`src/rtl/core/llaa_pkg.sv`:
```
// Shared types and constants for the least-loaded area assigner.
// No dependencies; compiled first.
package llaa_pkg;

	localparam int MAX_WORKERS = 16;
	localparam int IDX_W       = $clog2(MAX_WORKERS);
	localparam int SIZE_W      = 48;
	localparam int LOAD_W      = 64;
	localparam int COUNT_W     = 5;
	localparam int WIDX_W      = 4;

	typedef logic [IDX_W-1:0]   idx_t;
	typedef logic [SIZE_W-1:0]  size_t;
	typedef logic [LOAD_W-1:0]  load_t;
	typedef logic [COUNT_W-1:0] count_t;
	typedef logic [WIDX_W-1:0]  widx_t;

	localparam count_t COUNT_RESET = count_t'(1);

	// Controller to datapath command word
	typedef struct packed {
		logic load;     // capture the accepted area, clear totals on first_area
		logic rd_en;    // read one total for the minimum scan
		idx_t rd_addr;
		logic upd;      // write the new total back and load the result register
	} llaa_cmd_t;

endpackage

```
`src/rtl/core/llaa_if.sv`:
```
// Handshake channel interfaces: area requests, assignment results and the
// worker count write channel. Depends on llaa_pkg.
interface llaa_req_if;
	logic                valid;
	logic                ready;
	llaa_pkg::size_t     area_size;
	logic                first_area;

	modport source (output valid, output area_size, output first_area, input ready);
	modport sink   (input valid, input area_size, input first_area, output ready);
endinterface

interface llaa_rsp_if;
	logic                valid;
	logic                ready;
	llaa_pkg::widx_t     worker_index;
	llaa_pkg::load_t     worker_load;

	modport source (output valid, output worker_index, output worker_load, input ready);
	modport sink   (input valid, input worker_index, input worker_load, output ready);
endinterface

interface llaa_cfg_if;
	logic                valid;
	logic                ready;
	llaa_pkg::count_t    worker_count;

	modport source (output valid, output worker_count, input ready);
	modport sink   (input valid, input worker_count, output ready);
endinterface

```
`src/rtl/core/least_loaded_area_assigner_core.sv`:
```
// Top level of the least-loaded area assigner.
// Depends on llaa_pkg, llaa_if, llaa_ctrl and llaa_dp.

// Greedy load balancer over up to MAX_WORKERS (16) load totals. Each area
// transfer on req is assigned to the active worker with the smallest
// total (lowest index on ties); the size is added with saturation at
// 2^64-1 and the worker index and new total come back as one transfer on
// rsp. first_area clears every total before the assignment. The worker
// count written on cfg (0 acts as 1, values above 16 act as 16) selects
// the active workers; changing it keeps all totals. An area occupies the
// block through the accepting cycle, the scan that reads one total per
// cycle from the single-port total memory for each active worker, the
// last compare and the saturating write-back. The result becomes valid
// as the block returns to idle, and the next area can be accepted in
// that same cycle. A new area is accepted while the previous result
// still waits on rsp; the write-back then stalls until the result
// register is free. cfg is always ready and must only be written while
// the block is idle. Totals are zero after reset with no clearing pass.
module least_loaded_area_assigner_core (
	input logic       clk,
	input logic       arst_n,
	llaa_cfg_if.sink  cfg,
	llaa_req_if.sink  req,
	llaa_rsp_if.source rsp
);

	llaa_pkg::llaa_cmd_t cmd;

	// sequencer: owns the count register and all three handshakes
	llaa_ctrl u_ctrl (
		.clk       (clk),
		.arst_n    (arst_n),
		.req_valid (req.valid),
		.req_ready (req.ready),
		.rsp_valid (rsp.valid),
		.rsp_ready (rsp.ready),
		.cfg_valid (cfg.valid),
		.cfg_ready (cfg.ready),
		.cfg_count (cfg.worker_count),
		.cmd       (cmd)
	);

	// total memory, minimum tracking and result register
	llaa_dp u_dp (
		.clk          (clk),
		.arst_n       (arst_n),
		.cmd          (cmd),
		.area_size    (req.area_size),
		.first_area   (req.first_area),
		.worker_index (rsp.worker_index),
		.worker_load  (rsp.worker_load)
	);

endmodule

```
`src/rtl/core/llaa_dp.sv`:
```
// Datapath: load total memory with per-entry valid bits, running minimum,
// saturating update and result register. Depends on llaa_pkg.
module llaa_dp (
	input  logic                clk,
	input  logic                arst_n,
	input  llaa_pkg::llaa_cmd_t cmd,
	input  llaa_pkg::size_t     area_size,
	input  logic                first_area,
	output llaa_pkg::widx_t     worker_index,
	output llaa_pkg::load_t     worker_load
);

	llaa_pkg::load_t                  mem_q [llaa_pkg::MAX_WORKERS];
	logic [llaa_pkg::MAX_WORKERS-1:0] vld_q;

	llaa_pkg::size_t size_q;
	llaa_pkg::load_t rd_data_s1;
	logic            rd_ok_s1;
	logic            rd_vld_s1;
	llaa_pkg::idx_t  rd_idx_s1;
	llaa_pkg::load_t best_q;
	llaa_pkg::idx_t  best_idx_q;
	llaa_pkg::widx_t worker_index_q;
	llaa_pkg::load_t worker_load_q;

	llaa_pkg::load_t              cur;
	logic [llaa_pkg::LOAD_W:0]    sum;
	llaa_pkg::load_t              new_load;

	// an entry never written since the last clear reads as zero
	assign cur      = rd_ok_s1 ? rd_data_s1 : '0;
	assign sum      = {1'b0, best_q} + (llaa_pkg::LOAD_W+1)'(size_q);
	assign new_load = sum[llaa_pkg::LOAD_W] ? '1 : sum[llaa_pkg::LOAD_W-1:0];

	always_ff @(posedge clk) begin
		if (cmd.upd)
			mem_q[best_idx_q] <= new_load;
		if (cmd.rd_en)
			rd_data_s1 <= mem_q[cmd.rd_addr];
	end

	always_ff @(posedge clk or negedge arst_n) begin
		if (!arst_n) begin
			vld_q     <= '0;
			rd_vld_s1 <= 1'b0;
		end else begin
			rd_vld_s1 <= cmd.rd_en;
			if (cmd.load && first_area)
				vld_q <= '0;
			else if (cmd.upd)
				vld_q[best_idx_q] <= 1'b1;
		end
	end

	always_ff @(posedge clk) begin
		if (cmd.load)
			size_q <= area_size;
		if (cmd.rd_en) begin
			rd_ok_s1  <= vld_q[cmd.rd_addr];
			rd_idx_s1 <= cmd.rd_addr;
		end
		// strict compare keeps the lowest index on ties
		if (rd_vld_s1 && (rd_idx_s1 == '0 || cur < best_q)) begin
			best_q     <= cur;
			best_idx_q <= rd_idx_s1;
		end
		if (cmd.upd) begin
			worker_index_q <= llaa_pkg::WIDX_W'(best_idx_q);
			worker_load_q  <= new_load;
		end
	end

	assign worker_index = worker_index_q;
	assign worker_load  = worker_load_q;

	a_upd_no_wrap: assert property (@(posedge clk) disable iff (!arst_n)
		cmd.upd |=> worker_load_q >= $past(best_q))
		else $error("updated total below previous minimum");

endmodule

```
`src/rtl/core/llaa_ctrl.sv`:
```
// Controller: worker count register, scan sequencer and result valid flag.
// Depends on llaa_pkg.
module llaa_ctrl (
	input  logic                 clk,
	input  logic                 arst_n,
	input  logic                 req_valid,
	output logic                 req_ready,
	output logic                 rsp_valid,
	input  logic                 rsp_ready,
	input  logic                 cfg_valid,
	output logic                 cfg_ready,
	input  llaa_pkg::count_t     cfg_count,
	output llaa_pkg::llaa_cmd_t  cmd
);

	localparam logic [1:0] ST_IDLE  = 2'd0;
	localparam logic [1:0] ST_SCAN  = 2'd1;
	localparam logic [1:0] ST_DRAIN = 2'd2;
	localparam logic [1:0] ST_UPD   = 2'd3;

	logic [1:0]       state_q, state_d;
	llaa_pkg::idx_t   cnt_q, cnt_d;
	llaa_pkg::count_t count_q;
	logic             rsp_valid_q;
	llaa_pkg::idx_t   last_idx;
	logic             out_free;
	logic             req_fire;

	// highest active worker: zero count acts as one, large counts clamp
	always_comb begin
		if (count_q == '0)
			last_idx = '0;
		else if (32'(count_q) > llaa_pkg::MAX_WORKERS)
			last_idx = llaa_pkg::IDX_W'(llaa_pkg::MAX_WORKERS - 1);
		else
			last_idx = llaa_pkg::IDX_W'(count_q - llaa_pkg::count_t'(1));
	end

	assign out_free  = !rsp_valid_q || rsp_ready;
	assign req_ready = (state_q == ST_IDLE);
	assign req_fire  = req_valid && req_ready;
	assign cfg_ready = 1'b1;
	assign rsp_valid = rsp_valid_q;

	always_comb begin
		state_d     = state_q;
		cnt_d       = cnt_q;
		cmd         = '0;
		cmd.rd_addr = cnt_q;
		unique case (state_q)
			ST_IDLE: begin
				cnt_d = '0;
				if (req_valid) begin
					cmd.load = 1'b1;
					state_d  = ST_SCAN;
				end
			end
			ST_SCAN: begin
				cmd.rd_en = 1'b1;
				if (cnt_q == last_idx)
					state_d = ST_DRAIN;
				else
					cnt_d = cnt_q + llaa_pkg::idx_t'(1);
			end
			ST_DRAIN: begin
				state_d = ST_UPD;
			end
			ST_UPD: begin
				if (out_free) begin
					cmd.upd = 1'b1;
					state_d = ST_IDLE;
				end
			end
			default: begin
				state_d = ST_IDLE;
			end
		endcase
	end

	always_ff @(posedge clk or negedge arst_n) begin
		if (!arst_n) begin
			state_q     <= ST_IDLE;
			cnt_q       <= '0;
			count_q     <= llaa_pkg::COUNT_RESET;
			rsp_valid_q <= 1'b0;
		end else begin
			state_q <= state_d;
			cnt_q   <= cnt_d;
			if (cfg_valid && cfg_ready)
				count_q <= cfg_count;
			if (cmd.upd)
				rsp_valid_q <= 1'b1;
			else if (rsp_ready)
				rsp_valid_q <= 1'b0;
		end
	end

	a_upd_slot_free: assert property (@(posedge clk) disable iff (!arst_n)
		cmd.upd |-> (!rsp_valid_q || rsp_ready))
		else $error("result register overwritten while held");

	a_scan_starts_at_zero: assert property (@(posedge clk) disable iff (!arst_n)
		req_fire |=> (cmd.rd_en && cmd.rd_addr == '0))
		else $error("scan did not start at worker zero");

	a_scan_in_range: assert property (@(posedge clk) disable iff (!arst_n)
		cmd.rd_en |-> cmd.rd_addr <= last_idx)
		else $error("scan read beyond active workers");

endmodule
```
`src/flat_wrapper.sv`:
```
// flat-port wrapper written by rule: the top's interface ports become plain ports
module least_loaded_area_assigner_core_flat 
  (clk, arst_n, cfg_valid, cfg_worker_count, cfg_ready, req_valid, req_area_size, req_first_area, req_ready, rsp_valid, rsp_worker_index, rsp_worker_load, rsp_ready);
  llaa_cfg_if cfg_i ();
  llaa_req_if req_i ();
  llaa_rsp_if rsp_i ();
  input logic clk;
  input logic arst_n;
  input wire logic [$bits(cfg_i.valid)-1:0] cfg_valid;
  input wire logic [$bits(cfg_i.worker_count)-1:0] cfg_worker_count;
  output wire logic [$bits(cfg_i.ready)-1:0] cfg_ready;
  input wire logic [$bits(req_i.valid)-1:0] req_valid;
  input wire logic [$bits(req_i.area_size)-1:0] req_area_size;
  input wire logic [$bits(req_i.first_area)-1:0] req_first_area;
  output wire logic [$bits(req_i.ready)-1:0] req_ready;
  output wire logic [$bits(rsp_i.valid)-1:0] rsp_valid;
  output wire logic [$bits(rsp_i.worker_index)-1:0] rsp_worker_index;
  output wire logic [$bits(rsp_i.worker_load)-1:0] rsp_worker_load;
  input wire logic [$bits(rsp_i.ready)-1:0] rsp_ready;
  assign cfg_i.valid = cfg_valid;
  assign cfg_i.worker_count = cfg_worker_count;
  assign cfg_ready = cfg_i.ready;
  assign req_i.valid = req_valid;
  assign req_i.area_size = req_area_size;
  assign req_i.first_area = req_first_area;
  assign req_ready = req_i.ready;
  assign rsp_valid = rsp_i.valid;
  assign rsp_worker_index = rsp_i.worker_index;
  assign rsp_worker_load = rsp_i.worker_load;
  assign rsp_i.ready = rsp_ready;
  least_loaded_area_assigner_core u_core (.clk(clk), .arst_n(arst_n), .cfg(cfg_i), .req(req_i), .rsp(rsp_i));
endmodule
```
`config.mk`:
```
export PLATFORM = sky130hd
export DESIGN_NAME = least_loaded_area_assigner_core_flat
export DESIGN_NICKNAME = d
export VERILOG_FILES = /design/src/rtl/core/llaa_pkg.sv /design/src/rtl/core/llaa_if.sv /design/src/rtl/core/least_loaded_area_assigner_core.sv /design/src/rtl/core/llaa_dp.sv /design/src/rtl/core/llaa_ctrl.sv /design/src/flat_wrapper.sv
export SDC_FILE = /design/constraint.sdc
export NUM_CORES = 1
export LEC_CHECK = 0
export ABC_CLOCK_PERIOD_IN_PS = 13160
export BUFFER_PORTS_ARGS = -buffer_cell sky130_fd_sc_hd__buf_2
export CORE_MARGIN = 4
export CORE_UTILIZATION = 59
export CTS_BUF_LIST = sky130_fd_sc_hd__clkbuf_2
export CTS_CLUSTER_SIZE = 40
export DETAILED_ROUTE_END_ITERATION = 10
export GPL_TIMING_DRIVEN = 1
export PLACE_DENSITY_LB_ADDON = 0.25
export SLEW_MARGIN = 40
export SYNTH_ARGS = -nofsm -noshare
export SYNTH_HDL_FRONTEND = slang
export SYNTH_SLANG_ARGS = --single-unit
```
`constraint.sdc`:
```
create_clock -name clk -period 13.16 [get_ports clk]
set_input_delay 0.658 -clock clk [delete_from_list [all_inputs] [get_ports clk]]
set_output_delay 0.658 -clock clk [all_outputs]
set_load 0.005 [all_outputs]
```
==> metrics.cfg <==
[outcome]
outcome=finished, final reports clean

[clock_tree]
cts_max_path_buffers=4
cts_tree=built
cts_root_buffer=clkbuf_2
cts.reportedPaths.clkPinSlew_ns=0.11
clock_latency_ns=1.49
post_cts_resized=0
cts_buffers=325
htree_levels=5
post_cts_buffers=0
clkSinkCount=1306

[drt]
drt_iter0_markers=3138
drtAntennaViolNets=0
vias=28200
drt_wl_total_mm=124
post_drt_wl_per_cell_um=27.4
first_pass_iters=5
post-route-drc-count=0
via_per_inst=6.24

[power_and_ir_drop]
p_clk_share_pct=19.6
seq_power_share_pct=48.6
power.share.switching_pct=33.5
ir_drop_uv=160
internal_power_w=0.00891
switchingPower_w=0.00450
power_density_nw_per_um2=226
comb_power_share_pct=31.8
p_leak_nw=20.6

[yosys]
netlist_area_um2=52700
post-synth-top-area-cell=edfxtp_1
synth-main-ff-cell=edfxtp_1
synth_area_leaders=edfxtp_1, mux4_2, ha_1, dfrtp_1, and2_1
synth_fa_ha_area_share_pct=2.83
synth_most_common_cell=edfxtp_1
async_flop_share_pct=2.22
synthSimpleGateAreaFrac_pct=3.38
synth_compound_area_share_pct=3.52
synth.distinct_cells=74
synth_edf_count=1277
synthCells=2605
synth-seq-cells=1306
synth_top_family_by_area=multiplexers
ys_warn_count=0
yosys.area_share.xor_xnor_pct=0.781
synth.net_count=2782
avgSynthCellArea_um2=20.2
synthMuxAreaShare_pct=14.0
synth_commonest_cells=edfxtp_1, mux4_2, ha_1
yosysSeqAreaShare_pct=74.1
yosysTopAreaCellShare_pct=72.7

[placed_design]
place_inst=3848
place_area_um2=55300
portBuffers=128
dp_hpwl_mm=68.6
gp_congestion=0.938

[worst_setup_path]
cp_slowest_stage_delay_ns=0.67
cp_cell_sequence=ha_1 -> fa_1 -> a21o_1 -> a311o_1 -> a221oi_2 -> a31oi_1 -> a2111oi_2 -> o21ai_2 -> nand3_2 -> buf_4 -> nand3_1
slowest_stage=buf_4
critPathCaptureType=flop
worst_r2r_endpoint=u_core.u_dp.mem_q[4][23]
crit_arrival_ns=6.63
r2r-start=u_core.u_dp.best_q[0]
startpoint=u_core.u_dp.best_q[0]
r2r_slack_ns=7.49
critPathRequiredTime_ns=14.12
crit_family=compound AO/OA/AOI/OAI gates
critical_path_cell_count=11
rr_worst_depth=11
cp_max_fo=37
worst_setup_path_start_kind=flop
critPathKind=reg -> reg
crit_buf_inv=1

[final_layout]
finalInstanceArea_um2=59400
drive_gt1_share_pct=31.9
finalNetCount=3310
final_cells=4517
syn_to_final_growth_pct=12.7

[worst_hold_path]
hold_depth=4
hp-start=req_first_area
whs_endpoint=u_core.u_dp.vld_q[7]
hold_path_class=in -> reg

[flow_run]
drv_cap=0

[timing]
max_slew_margin_pct=37.9
fmax_ghz=0.176
tightest_slew_ns=0.931
hold_violations=0
setup_viol=0
min_period_ns=5.67
period_share_pct=43.1
hold-worst-slack_ns=0.352
report.final.slew_viol_count=0
clock-skew-final_ns=0.152
rsz0062_at_grt=no
finalSetupTns_ns=0

[global_routing]
grt_overflow=0
antenna_found_initial=3
track_usage_pct=26.8
grt_pass1_vias=29744
grt_max_degree=80
grt_first_pass_wirelength_mm=184

[floorplanning]
die-area_um2=94200
dieWidth_um=307
ioPinCount=130
initial_core_util_pct=59.6
coreArea_um2=88500
rows=109
fp.dieH_um=307

==> flip-flops by register name, indices dropped and copies added, names as in the netlist, 2 cells and up <==
name                      count
u_core.u_dp.worker_load      64
u_core.u_ctrl.cnt_q           4
u_core.u_dp.rd_data_s1       64
u_core.u_dp.best_idx_q        4
u_core.u_dp.vld_q            16
u_core.u_dp.best_q           64
u_core.u_dp.worker_index      4
u_core.u_dp.rd_idx_s1         4
u_core.u_dp.size_q           48
u_core.u_ctrl.state_q         2
u_core.u_ctrl.count_q         5
u_core.u_dp.mem_q          1024
==> how the worst max path moves through the flow <==
| stage | to | slack, ns |
|---|---|---|
| finish | u_core.u_dp.mem_q[4][23] | 7.49 |
| global route | u_core.u_dp.mem_q[4][23] | 7.28 |
| CTS | u_core.u_dp.mem_q[6][23] | 7.55 |
| floorplan | u_core.u_dp.mem_q[0][0] | 4.76 |
| global placement | u_core.u_dp.mem_q[4][23] | 7.83 |
| detailed placement | u_core.u_dp.mem_q[4][23] | 7.60 |
==> power by group through the flow <==
stage	logic [W]	registers [W]	clock network (W)
after floorplan	0.00290	0.00649	0
after global placement	0.00396	0.00661	0
after detailed placement	0.00420	0.00660	0
after CTS	0.00426	0.00651	0.00269
after global routing	0.00464	0.00656	0.00293
final	0.00427	0.00651	0.00263
==> cell type report <==
cell class	instances	area (µm²)
sequential	1306	39100
fill	5789	29100
multi-input combinational	1114	13200
timing repair buffer	307	2570
clock buffer	454	2270
tap	1165	1460
clock inverter	89	568
inverter	79	297
antenna	3	7.51
==> layer usage <==
metal | GRT usage [%] | vias to the layer above | wire, µm
met1 | 37.3 | 14533 | 48100
met3 | 6.03 | 174 | 11800
met5 | 0 | - | 0
met4 | 7.83 | 0 | 2500
li1 | - | 11950 | -
met2 | 43.5 | 1543 | 61400
==> cell families (layout without fill, tap and decap cells) <==
family | after synthesis | in the layout
flip-flops | 1306 | 1306
other | 1 | 4
adder cells (fa/ha/maj) | 119 | 119
multiplexers | 331 | 331
buffers and inverters | 185 | 929
AO/OA/AOI/OAI | 276 | 276
AND/OR/NAND/NOR | 340 | 340
XOR/XNOR | 47 | 47
==> cells in the final DEF, fill, tap and decap left out, drive strengths merged, types with 25 or more instances in the layout <==
master          n
nor2           53
xnor2          25
a21o           51
nand4          25
nand3          26
o21ai          50
buf           185
and2           71
ha            117
clkinv         76
a21oi          74
mux4          325
edfxtp       1277
nand2          91
inv            84
dfrtp          28
dlygate4sd3   122
clkbuf        454
==> timing repair <==
action	in CTS	in global routing
hold buffers	123	0
endpoints found under the hold margin	123	0
setup endpoints to repair	0	0
==> metrics by stage <==
step / utilization [%] / total power (W) / worst slack [ns]
floorplan: - / 0.00939 / 4.76
global placement: 62.0 / 0.0106 / 7.83
detailed placement: 62.5 / 0.0108 / 7.60
CTS: 67.1 / 0.0135 / 7.55
global route: 67.1 / 0.0141 / 7.28
finish: 67.1 / 0.0134 / 7.49
==> worst min-delay path: cells and delay by family <==
family	cells	cell delay, ns
simple gates	1	0.32
compound gates	1	0.22
buf+inv	2	0.61
Note: power is estimated with default switching activity, not from simulation.
